$ cat src/hw/rtl/mlpe_pkg.sv
package mlpe_pkg;

  // Network shape
  localparam int HIDDEN_ONE = 4;
  localparam int HIDDEN_TWO = 4;

  // Weight store layout, in load order
  localparam int OFS_L1     = 0;
  localparam int OFS_L2     = OFS_L1 + HIDDEN_ONE;
  localparam int OFS_L3     = OFS_L2 + HIDDEN_ONE * HIDDEN_TWO;
  localparam int OFS_B1     = OFS_L3 + HIDDEN_TWO;
  localparam int OFS_B2     = OFS_B1 + HIDDEN_ONE;
  localparam int OFS_B3     = OFS_B2 + HIDDEN_TWO;
  localparam int STORE_SIZE = OFS_B3 + 1;
  localparam int WADDR_W    = $clog2(STORE_SIZE);

  // Hidden value scratch: layer one values first, then layer two
  localparam int HID_DEPTH  = HIDDEN_ONE + HIDDEN_TWO;
  localparam int HADDR_W    = $clog2(HID_DEPTH);

  localparam int MAX_FANIN  = (HIDDEN_ONE > HIDDEN_TWO) ? HIDDEN_ONE : HIDDEN_TWO;
  localparam int CNT_W      = $clog2(MAX_FANIN + 1);

  // Q8.8 weight times Q16.16 input gives a Q24.24 product
  localparam int PROD_W     = 48;
  localparam int ACC_W      = PROD_W + $clog2(MAX_FANIN + 1);

  localparam logic [62:0] MAX63      = {63{1'b1}};
  localparam logic [32:0] SQRT_MAX63 = 33'd3037000499;
  localparam int          DIV_STEPS  = 63;

  // Item kinds
  localparam logic KIND_LOAD   = 1'b0;
  localparam logic KIND_SAMPLE = 1'b1;

  // Multiplier operand source
  typedef enum logic [1:0] {
    SRC_BIAS,
    SRC_X,
    SRC_HID
  } src_t;

  typedef struct packed {
    logic                    kind;
    logic [5:0]              weight_index;
    logic signed [15:0]      weight_value;
    logic signed [15:0]      x_value;
    logic signed [15:0]      target_value;
    logic                    last_sample;
  } item_t;

  typedef struct packed {
    logic signed [31:0]      net_out;
    logic [62:0]             sq_err;
    logic [62:0]             err_total;
    logic                    mean_valid;
    logic [62:0]             mean_err;
  } result_t;

  // One multiply-accumulate step issued by the sequencer
  typedef struct packed {
    logic                    valid;
    src_t                    src;
    logic                    first;
    logic                    last;
    logic                    final_op;
    logic [HADDR_W-1:0]      dest;
    logic [WADDR_W-1:0]      waddr;
    logic [HADDR_W-1:0]      haddr;
  } op_t;

endpackage

$ cat src/hw/rtl/mlpe_seq.sv
module mlpe_seq (
  input  logic            clk,
  input  logic            rst,
  input  logic            start,
  input  logic            stall,
  output mlpe_pkg::op_t   op
);
  import mlpe_pkg::*;

  typedef enum logic [1:0] {
    LYR_ONE,
    LYR_TWO,
    LYR_OUT
  } layer_t;

  layer_t           layer;
  logic             running;
  logic [CNT_W-1:0] n;
  logic [CNT_W-1:0] k;
  logic [CNT_W-1:0] fanin;
  logic [CNT_W-1:0] last_n;

  // Layer shape: weight terms per neuron (bias not counted) and last neuron index
  always_comb begin
    case (layer)
      LYR_ONE: begin
        fanin  = CNT_W'(1);
        last_n = CNT_W'(HIDDEN_ONE - 1);
      end
      LYR_TWO: begin
        fanin  = CNT_W'(HIDDEN_ONE);
        last_n = CNT_W'(HIDDEN_TWO - 1);
      end
      LYR_OUT: begin
        fanin  = CNT_W'(HIDDEN_TWO);
        last_n = '0;
      end
      default: begin
        fanin  = CNT_W'(1);
        last_n = '0;
      end
    endcase
  end

  // Build the current step: term zero is the bias, the rest are weights
  always_comb begin
    op          = '0;
    op.valid    = running;
    op.first    = (k == '0);
    op.last     = (k == fanin);
    op.final_op = (layer == LYR_OUT);
    op.src      = SRC_BIAS;
    case (layer)
      LYR_ONE: begin
        op.dest = HADDR_W'(int'(n));
        if (k == '0) begin
          op.waddr = WADDR_W'(OFS_B1 + int'(n));
        end else begin
          op.src   = SRC_X;
          op.waddr = WADDR_W'(OFS_L1 + int'(n));
        end
      end
      LYR_TWO: begin
        op.dest = HADDR_W'(HIDDEN_ONE + int'(n));
        if (k == '0) begin
          op.waddr = WADDR_W'(OFS_B2 + int'(n));
        end else begin
          op.src   = SRC_HID;
          op.waddr = WADDR_W'(OFS_L2 + int'(n) * HIDDEN_ONE + int'(k) - 1);
          op.haddr = HADDR_W'(int'(k) - 1);
        end
      end
      LYR_OUT: begin
        if (k == '0) begin
          op.waddr = WADDR_W'(OFS_B3);
        end else begin
          op.src   = SRC_HID;
          op.waddr = WADDR_W'(OFS_L3 + int'(k) - 1);
          op.haddr = HADDR_W'(HIDDEN_ONE + int'(k) - 1);
        end
      end
      default: begin
        op.valid = 1'b0;
      end
    endcase
  end

  // Advance term, neuron and layer counters on each issued step
  always_ff @(posedge clk) begin
    if (rst) begin
      running <= 1'b0;
      layer   <= LYR_ONE;
      n       <= '0;
      k       <= '0;
    end else if (start) begin
      running <= 1'b1;
      layer   <= LYR_ONE;
      n       <= '0;
      k       <= '0;
    end else if (running && !stall) begin
      if (k != fanin) begin
        k <= k + 1'b1;
      end else begin
        k <= '0;
        if (n != last_n) begin
          n <= n + 1'b1;
        end else begin
          n <= '0;
          case (layer)
            LYR_ONE: layer <= LYR_TWO;
            LYR_TWO: layer <= LYR_OUT;
            default: begin
              layer   <= LYR_ONE;
              running <= 1'b0;
            end
          endcase
        end
      end
    end
  end

endmodule

$ cat config.mk
export PLATFORM = sky130hd
export DESIGN_NAME = mlpe_seq
export DESIGN_NICKNAME = d
export VERILOG_FILES = /design/src/hw/rtl/mlpe_pkg.sv /design/src/hw/rtl/mlpe_seq.sv
export SDC_FILE = /design/constraint.sdc
export NUM_CORES = 1
export LEC_CHECK = 0
export BUFFER_PORTS_ARGS = -buffer_cell sky130_fd_sc_hd__buf_2
export CAP_MARGIN = 20
export CORE_MARGIN = 2
export CORE_UTILIZATION = 35
export CTS_BUF_LIST = sky130_fd_sc_hd__clkbuf_8
export CTS_CLUSTER_DIAMETER = 80
export DETAILED_ROUTE_END_ITERATION = 10
export GPL_TIMING_DRIVEN = 1
export PLACE_DENSITY = 0.63
export SYNTH_ARGS = -nofsm -noshare
export SYNTH_HDL_FRONTEND = slang
export SYNTH_SLANG_ARGS = --single-unit
$ cat constraint.sdc
create_clock -name clk -period 3.4 [get_ports clk]
set_input_delay 0.34 -clock clk [delete_from_list [all_inputs] [get_ports clk]]
set_output_delay 0.34 -clock clk [all_outputs]
set_load 0.005 [all_outputs]
After elaboration in Yosys (flattened, before gate mapping)
Index checks and enable logic that the tools add are counted.
- input bits: 4
- flip-flop bits (word level): 9
- output and inout port bits: 18
- equal/unequal tests: 8
- add/sub/neg operators: 13
- reductions and logical operators: 12
- mux-type cells: 22
- bitwise gates (word level): 2
- operators by type and width (kind ; number):
    adder 5 x 3 -> 6 bit, first input constant ; 3
    2-to-1 mux 6 bit ; 3
    one-hot mux 6 bit (3 select lines) ; 1
    2-to-1 mux 3 bit ; 5
    one-hot mux 3 bit (2 select lines) ; 2
    subtractor 6 x 1 -> 6 bit, second input constant ; 2
    one-hot mux 2 bit (2 select lines) ; 2
    2-to-1 mux 1 bit ; 7
    adder 3 x 1 -> 3 bit, second input constant ; 2
    adder 3 bit, first input constant ; 2
    adder 3 x 5 -> 6 bit, first input constant ; 1
    adder 6 x 3 -> 6 bit ; 1
    inequality test 3 bit ; 2
    OR reduction 2 bit ; 3
    subtractor 3 x 1 -> 3 bit, second input constant ; 2
    2-to-1 mux 2 bit ; 2
    inequality test 2 bit, second input constant ; 2
    AND reduction 4 bit ; 1
    equality test 3 bit ; 1
    zero test 3 bit ; 1
    AND reduction 3 bit ; 1
    OR reduction 3 bit ; 1
    equality test 2 x 1 -> 1 bit, second input constant ; 1
    equality test 2 bit, second input constant ; 1
    7 further kinds ; 8

Logic depth before layout (Yosys ltp)
Gate-level depths: netlist of run 1.
- depth after elaboration: 8
- gate-level depth with buffers: 9

Worst setup path before layout of run 1
OpenSTA, ideal clock, no wires.
- kind: flip-flop to output port
- start: reg k[1]
- end: out op[6] (netlist name)
- setup slack: 1.417 ns
- path buffers: 1
- data arrival time: 1.643 ns
- cell stages (with the launch flop): 9
- path through: dfxtp_1 > inv_1 > ha_1 > nand2b_1 > buf_4 > clkinv_1 > a21oi_1 > o21ai_0 > o211a_1
- RTL lines (item ; line ; source):
    from (decl) ; mlpe_seq.sv:19 ; logic [CNT_W-1:0] k;
    from (signal assigned) ; mlpe_seq.sv:102 ; k <= k + 1'b1;
    to (decl) ; mlpe_seq.sv:6 ; output mlpe_pkg::op_t op

==> out/results.tsv, run 1 <==
metric	value	unit
htreeDepth	1	
synth_cell_types	41	
p_per_area	228	nW/um2
setup_tns	0	ns
drt_wl_total	2490	um
slew_headroom	66.4	%
postCtsHoldBufs	0	
core	2690	um2
start_kind	flip-flop	
switching_share	22.8	%
fmax	371	MHz
avgSynthCellArea	7.44	um2
finalInstanceArea	1110	um2
rows	19	
cts_tree	built	
clkPwrFrac	48.0	%
synth-async-reset-ratio	0	%
synth.cell_area	967	um2
mostFrequentLayoutCell	buf_2	
io_pins	22	
n_antenna_cell	0	
grt_pass1_wl	4020	um
drive_above_1_share	19.7	%
finalSetupViolCount	0	
post_cts_resized	0	
synth_nets	143	
yosysSeqAreaShare	18.6	%
die_w	56.6	um
dieArea	3200	um2
finalCritPeriodShare	79.4	%
power_switching	57.7	uW
drt_iter0_markers	23	
syn_inst	130	
ctsLongestPathBuffers	2	
numPortBuffers	21	
rsz0062_at_grt	no	
start_util	36.0	%
cp.arrival	2.36	ns
post-cts-setup-buffers	0	
post-dp-hpwl	1880	um
drv_cap	0	
worstSetupStartpoint	k[0]	
hold_path.class	in2reg	
drc_errors	0	
p_comb_share	9.1	%
drt_pass1_iterations	4	
intPower	196	uW
max_slew.worst_pin.slew	0.491	ns
gp_congestion	0.746	
viasPerCell	5.59	
final_nets	161	
numCtsBuffers	3	
fill_cells	287	
clk_pin_slew_worst_paths	0.05	ns
status	finished, final reports clean	
cts.sinks	9	
ys.flop_type	dfxtp_1	
route.vias.total	995	
synth.ff_latch_count	9	
place_area	1070	um2
power_leakage	0.000479	uW
grt-ovfl-total	0	
syn_to_final_growth	14.9	%
cp.required	3.06	ns
crit_fanout	10	
maxSlewViolCount	0	
antenna_found_initial	0	
fin_crit	2.70	ns
hold_viol_final	0	
grt_usage	15.8	%
pwr-share-seq	42.9	%
layout_common_cells	21 x buf_2, 12 x a21oi_1, 11 x nor2_1	
end_kind	output port	
crit_type	reg2out	
clockRootBuffer	clkbuf_8	
regArea	180	um2
antenna_left	0	
clk_latency	0.23	ns
grt_max_degree	13	
worstReg2RegStart	layer[0]	
multiInputGateArea	708	um2
skew	0.00325	ns
fp.dieH	56.6	um
ir_worst_vdd	167	uV
yosys_warnings	0	
hp-start	rst	
routedWlPerCell	14.0	um
grt_pass1_vias	864	
synth_edf_count	0	
## worst max-delay path, cell delays in order (launching register included)
cell and delay, ns:
dfxtp_1 0.49, inv_1 0.11, ha_1 0.27, nand2b_1 0.28, clkinv_1 0.30, a21oi_1 0.24, o21ai_0 0.11, o211a_1 0.21
buf_2 0.12
## power by group through the flow
| stage | Clock [uW] | Combinational, uW | Sequential (uW) |
|---|---|---|---|
| final | 122 | 23.1 | 109 |
| after global routing | 131 | 25.4 | 109 |
| after CTS | 123 | 23.0 | 109 |
| after detailed placement | 0 | 22.9 | 111 |
| after global placement | 0 | 22.1 | 111 |
| after floorplan | 0 | 16.7 | 110 |
## logic make-up after synthesis
group / after synthesis / synth area share (%)
adder cells (fa/ha/maj): 9 / 11.6
AO/OA/AOI/OAI: 38 / 26.4
multiplexers: 3 / 3.10
flip-flops: 9 / 18.6
AND/OR/NAND/NOR: 54 / 32.1
buffers and inverters: 17 / 8.15
## metrics by stage
step / util (%) / setup slack (ns) / hold slack [ns] / total power (uW) / cells
after floorplan: - / 1.42 / 0.412 / 127 / 130
after CTS: 41.4 / 0.732 / 0.295 / 255 / 178
after global placement: 39.7 / 1.05 / 0.526 / 133 / 174
after detailed placement: 39.7 / 0.969 / 0.529 / 134 / 174
after global routing: 41.4 / 0.460 / 0.292 / 265 / 178
final: 41.4 / 0.701 / 0.297 / 253 / 178
## metal layers
layer | up-vias | GRT usage (%) | share of wire (%)
li1 | 502 | - | -
met1 | 452 | 21.2 | 47
met2 | 37 | 26.4 | 47
met3 | 4 | 2.07 | 4.8
met4 | 0 | 4.08 | 0.84
met5 | - | 0 | 0
## state kept, by name, summed over array words and instances, names as in the netlist
| register | count |
|---|---|
| n | 3 |
| running | 1 |
| layer | 2 |
| k | 3 |
## path summary, 6_finish.rpt
check	slack [ns]	to	cells after the start
max	0.70	op[6]	8
min	0.30	running	2
max reg2reg	1.29	n[2]	6
min reg2reg	0.53	running	2
## synthesized netlist by cell type, drive strengths merged, types with 2 or more instances
cell type,n,area [um2]
o21ai,9,56.3
dfxtp,9,180
nor2b,6,37.5
nor3,9,45.0
nand2b,2,12.5
or2,2,12.5
or4,2,15.0
buf,3,26.3
o211a,2,20.0
clkbuf,5,18.8
and2,2,12.5
ha,9,113
o21a,2,15.0
nand2,10,37.5
nor2,11,41.3
inv,8,30.0
a21o,2,15.0
nor3b,2,15.0
mux2i,3,30.0
o211ai,3,22.5
a21oi,12,60.1
## final cells by class
| class | instances | share of cell area, % |
|---|---|---|
| clock buffer | 3 | 3.72 |
| multi-input combinational | 104 | 63.7 |
| sequential | 9 | 16.2 |
| inverter | 9 | 3.04 |
| clock inverter | 1 | 0.338 |
| tap | 31 | 3.49 |
| timing repair buffer | 21 | 9.46 |
(Power assumes the default switching activity.)
==> inputs of run 2 (changes only) <==
--- a/config.mk
+++ b/config.mk
@@ -13,7 +13,7 @@
 export CTS_CLUSTER_DIAMETER = 80
 export DETAILED_ROUTE_END_ITERATION = 10
 export GPL_TIMING_DRIVEN = 1
-export PLACE_DENSITY = 0.63
+export PLACE_DENSITY = 0.65
 export SYNTH_ARGS = -nofsm -noshare
 export SYNTH_HDL_FRONTEND = slang
 export SYNTH_SLANG_ARGS = --single-unit
==> constraint.sdc (replaced) <==
create_clock -name clk -period 2.3 [get_ports clk]
set_input_delay 0.23 -clock clk [delete_from_list [all_inputs] [get_ports clk]]
set_output_delay 0.23 -clock clk [all_outputs]
set_load 0.005 [all_outputs]
==> run 2 against run 1 <==
Effect of this change: flip-flop and latch count unchanged; first-iteration DRC count down 8.7%; core utilization increased by 2.3 points; worst setup slack lost 0.54 ns; clock power grew 48%; largest cell class unchanged; register-to-register slack got worse by 1.1 ns; count of clock-buffer cells in the layout is the same; sequential power up 47%; via count grew 4.1%; routed wire length increased by 3.5%; power up 50%; combinational power up 67%.
==> out/results.tsv, run 2 (synthesized netlist as in run 1, its figures left out) <==
metric	value	unit	change
core	2690	um2	unchanged
start_kind	flip-flop		
power_switching	87.3	uW	+51%
grt_pass1_vias	974		+13%
p_total	379	uW	+50%
cp.required	2.07	ns	-0.99 ns
grt_max_degree	12		-1
drt_wl_total	2580	um	+3.5%
clk_pin_slew_worst_paths	0.05	ns	about the same
grt-ovfl-total	0		unchanged
fmax	468	MHz	
power_leakage	0.000504	uW	+5.3%
crit_type	reg2out		
drt_iter0_markers	21		-8.7%
drv_cap	0		unchanged
maxSlewViolCount	0		unchanged
rows	19		unchanged
drt_pass1_iterations	4		unchanged
grt_usage	17.0	%	+1.3 points
largestRegisters	k x3, n x3, layer x2		
crit_fanout	8		-2
skew	0.00127	ns	-0.00198 ns
end_kind	output port		
fin_crit	2.14	ns	
clockRootBuffer	clkbuf_8		
cp.arrival	1.91	ns	-0.45 ns
slowest_delay	0.38	ns	-0.11 ns
die_w	56.6	um	unchanged
route.vias.total	1036		+4.1%
grt_pass1_wl	4360	um	+8.6%
io_pins	22		unchanged
multiInputGateArea	722	um2	+1.9%
clk_latency	0.23	ns	about the same
post-dp-hpwl	1910	um	+1.4%
fp.dieH	56.6	um	unchanged
antenna_found_initial	0		unchanged
hold_viol_final	0		unchanged
ctsLongestPathBuffers	2		unchanged
numCtsBuffers	3		unchanged
rsz0062_at_grt	no		
syn_to_final_growth	21.2	%	
drive_above_1_share	26.1	%	+6.4 points
antenna_left	0		unchanged
hold_path.class	in2reg		
cp_top_family	compound AO/OA/AOI/OAI gates		
status	finished, final reports clean		
clkPwrFrac	47.7	%	-0.3 points
layout_common_cells	21 x buf_2, 12 x a21oi_1, 11 x nor2_1		
switching_share	23.0	%	+0.26 points
max_slew.worst_pin.slew	0.363	ns	-0.128 ns
viasPerCell	5.63		+0.73%
htreeDepth	1		unchanged
drc_errors	0		unchanged
routedWlPerCell	14.0	um	+0.16%
finalInstanceArea	1170	um2	+5.5%
finalCritPeriodShare	92.9	%	
fill_cells	283		-1.4%
numPortBuffers	21		unchanged
postCtsHoldBufs	0		unchanged
dieArea	3200	um2	unchanged
gp_congestion	0.838		+12%
slew_headroom	75.7	%	+9.3 points
mostFrequentLayoutCell	buf_2		
place_area	1100	um2	+3.5%
n_antenna_cell	0		unchanged
ir_worst_vdd	360	uV	+120%
start_util	36.0	%	unchanged
regArea	181	um2	+0.69%
setup_tns	0	ns	unchanged
post-cts-setup-buffers	0		unchanged
cp_slowest_cell	a2111oi_1		
intPower	292	uW	+49%
cp_num_buf_inv	3		unchanged
p_comb_share	10.2	%	+1.1 points
crit_path_cell_trace	inv_1 > ha_1 > nand2b_4 > buf_4 > a2111oi_1 > a311o_1 > buf_2		
finalSetupViolCount	0		unchanged
final_nets	167		+3.7%
pwr-share-seq	42.2	%	-0.7 points
cts.sinks	9		unchanged
p_per_area	323	nW/um2	+42%
cts_tree	built		
[run 2: metrics by stage]
| stage | utilization, % | hold slack (ns) | setup slack, ns | std cells |
|---|---|---|---|---|
| after floorplan | - | 0.302 | 0.427 | 130 |
| final | 43.6 | 0.185 | 0.164 | 184 |
| after CTS | 42.8 | 0.185 | 0.0797 | 183 |
| after global placement | 41.1 | 0.420 | 0.284 | 179 |
| after detailed placement | 41.1 | 0.428 | 0.225 | 179 |
| after global routing | 43.6 | 0.189 | 0.0433 | 184 |
[run 2: final cells by class]
cell class	instances	area share, %
Multi-Input combinational cell	104	61.6
Sequential cell	9	15.5
Timing Repair Buffer	26	12.2
Clock buffer	3	3.52
Tap cell	31	3.31
Inverter	9	3.20
Timing Repair inverter	1	0.427
Clock inverter	1	0.320
[run 2: repair_timing]
action	in CTS	in global routing
gates resized for setup	1	5
pin swaps	0	1
gates cloned	0	1
endpoints found under the setup margin	1	3
endpoints found under the hold margin	0	0
[run 2: power groups by stage]
stage / logic, uW / clock network [uW] / registers (uW)
after global routing: 43.2 / 194 / 160
after CTS: 36.7 / 185 / 160
after detailed placement: 36.5 / 0 / 163
final: 38.5 / 181 / 160
after floorplan: 24.7 / 0 / 162
after global placement: 35.8 / 0 / 163
[run 2: path summary, 6_finish.rpt]
kind / from / endpoint / slack (ns) / cells after the start
max: k[1] / op[7] / 0.16 / 7
min: rst / running / 0.18 / 2
max reg2reg: layer[0] / n[2] / 0.22 / 6
min reg2reg: running / running / 0.52 / 2
[run 2: layer usage]
layer | part of all wire (%) | track usage [%] | vias up
li1 | - | - | 515
met1 | 45 | 22.4 | 482
met2 | 49 | 27.6 | 33
met3 | 5.0 | 2.30 | 6
met4 | 1.7 | 7.48 | 0
met5 | 0 | 0 | -
==> inputs of run 3 (changes only) <==
--- a/config.mk
+++ b/config.mk
@@ -13,7 +13,8 @@
 export CTS_CLUSTER_DIAMETER = 80
 export DETAILED_ROUTE_END_ITERATION = 10
 export GPL_TIMING_DRIVEN = 1
-export PLACE_DENSITY = 0.65
+export PLACE_DENSITY = 0.63
+export SKIP_CTS_REPAIR_TIMING = 1
 export SYNTH_ARGS = -nofsm -noshare
 export SYNTH_HDL_FRONTEND = slang
 export SYNTH_SLANG_ARGS = --single-unit
==> constraint.sdc (replaced) <==
create_clock -name clk -period 1.99 [get_ports clk]
set_input_delay 0.199 -clock clk [delete_from_list [all_inputs] [get_ports clk]]
set_output_delay 0.199 -clock clk [all_outputs]
set_load 0.005 [all_outputs]
==> run 3 against run 2 <==
Effect of this change: hold slack lost 0.040 ns; via count grew 0.19%; power grew 17%; cell count grew 1.6%; global-route usage is essentially flat; highest routed layer unchanged.
==> out/results.tsv, run 3 (synthesized netlist as in run 1, its figures left out) <==
metric	value	unit	change
layout.cells.non_filler	187		+1.6%
slowest_delay	0.39	ns	about the same
syn_to_final_growth	31.4	%	
start_util	36.0	%	unchanged
worstReg2RegStart	layer[0]		
largestRegisters	k x3, n x3, layer x2		
drv_cap	0		unchanged
clockRootBuffer	clkbuf_8		
crit_type	reg2out		
dp_cells	182		+1.7%
die_w	56.6	um	unchanged
crit_fanout	5		-3
finalInstanceArea	1270	um2	+8.4%
hold_viol_final	0		unchanged
post-route-util	47.3	%	+3.7 points
grt_pass1_vias	972		-0.21%
mostFrequentLayoutCell	buf_2		
numPortBuffers	21		unchanged
start_kind	flip-flop		
fmax	520	MHz	
fp.dieH	56.6	um	unchanged
slew_headroom	70.0	%	-5.7 points
finalSetupViolCount	0		unchanged
routedWlPerCell	14.7	um	+4.7%
grt_max_degree	12		unchanged
numCtsBuffers	3		unchanged
antenna_left	0		unchanged
core	2690	um2	unchanged
place_area	1130	um2	+2.0%
ir_worst_vdd	309	uV	-14%
end_kind	output port		
drt_iter0_markers	31		+48%
worstSetupStartpoint	layer[0]		
cp_slowest_cell	nor4b_4		
maxSlewViolCount	0		unchanged
cp_top_family	simple AND/OR/NAND/NOR gates		
n_antenna_cell	0		unchanged
hold_path.class	in2reg		
route.vias.total	1038		+0.19%
status	finished, final reports clean		
io_pins	22		unchanged
drt_pass1_iterations	4		unchanged
antenna_found_initial	0		unchanged
dieArea	3200	um2	unchanged
final_nets	170		+1.8%
p_per_area	348	nW/um2	+7.8%
rsz0062_at_grt	yes		
clk_pin_slew_worst_paths	0.05	ns	about the same
rows	19		unchanged
crit_path_cell_trace	inv_1 > ha_4 > nor4b_4 > or2_1 > buf_2		
hp-start	rst		
htreeDepth	1		unchanged
cp.required	1.79	ns	-0.28 ns
whs	0.145	ns	-0.0398 ns
ctsLongestPathBuffers	2		unchanged
gp_congestion	0.804		-4.0%
clk_latency	0.24	ns	about the same
fill_cells	283		unchanged
layout_common_cells	21 x buf_2, 11 x nor2_1, 10 x nand2_1, 10 x a21oi_1, 9 x nor3_1		
grt_usage	17.1	%	+0.031 points
grt-ovfl-total	0		unchanged
drive_above_1_share	35.3	%	+9.1 points
skew	0.00612	ns	+0.00484 ns
drc_errors	0		unchanged
post-dp-hpwl	1950	um	+2.4%
fin_crit	1.92	ns	
viasPerCell	5.55		-1.4%
max_slew.worst_pin.slew	0.450	ns	+0.0871 ns
drt_wl_total	2740	um	+6.4%
cp.arrival	1.72	ns	-0.19 ns
cts.sinks	9		unchanged
cts_tree	built		
grt_pass1_wl	4280	um	-1.9%
cp_num_buf_inv	2		-1
power_leakage	0.000524	uW	+4.0%
finalCritPeriodShare	96.6	%	
-- run 3: worst paths after layout --
| check | depth (start not counted) | slack, ns | endpoint |
|---|---|---|---|
| worst max-delay path | 5 | 0.07 | op[13] |
| worst min-delay path | 2 | 0.15 | running |
| worst max register to register | 6 | 0.07 | n[2] |
| worst min register to register | 2 | 0.53 | layer[1] |
-- run 3: stage by stage --
stage	setup TNS [ns]	setup slack, ns	total power [uW]
3_5_place_dp	0	0.0124	231
4_1_cts	-0.310	-0.152	445
6_report	0	0.0681	443
5_1_grt	-0.0242	-0.0227	461
2_1_floorplan	0	0.138	216
3_3_place_gp	0	0.0922	230
-- run 3: routing by layer --
metal / vias up / track usage (%) / wire (um)
li1: 517 / - / -
met5: - / 0 / 0
met3: 7 / 2.30 / 112
met1: 484 / 21.5 / 1270
met2: 30 / 28.7 / 1310
met4: 0 / 7.48 / 48
-- run 3: worst register-to-register path: cells and delay by family (launching register included) --
kind / cells / cell delay [ns]
fa+ha+maj: 1 / 0.27
buf+inv: 1 / 0.09
flops: 1 / 0.35
simple gates: 2 / 0.88
compound gates: 2 / 0.25
-- run 3: layout make-up --
type	instances	area [um2]	area share [%]
repair buffers	29	165	13.0
flip-flops and latches	9	183	14.4
multi-input cells	104	797	62.7
inverters	9	37.5	2.95
clock inverters	1	3.75	0.295
repair inverters	1	5.00	0.394
clock buffers	3	41.3	3.25
well taps	31	38.8	3.05
-- run 3: where the power goes --
part	switching, uW	leakage (uW)	total [uW]	internal (uW)
Clock	75.6	0.0000269	210	135
Sequential	1.74	0.0000739	185	183
Combinational	27.0	0.000423	48.0	20.9
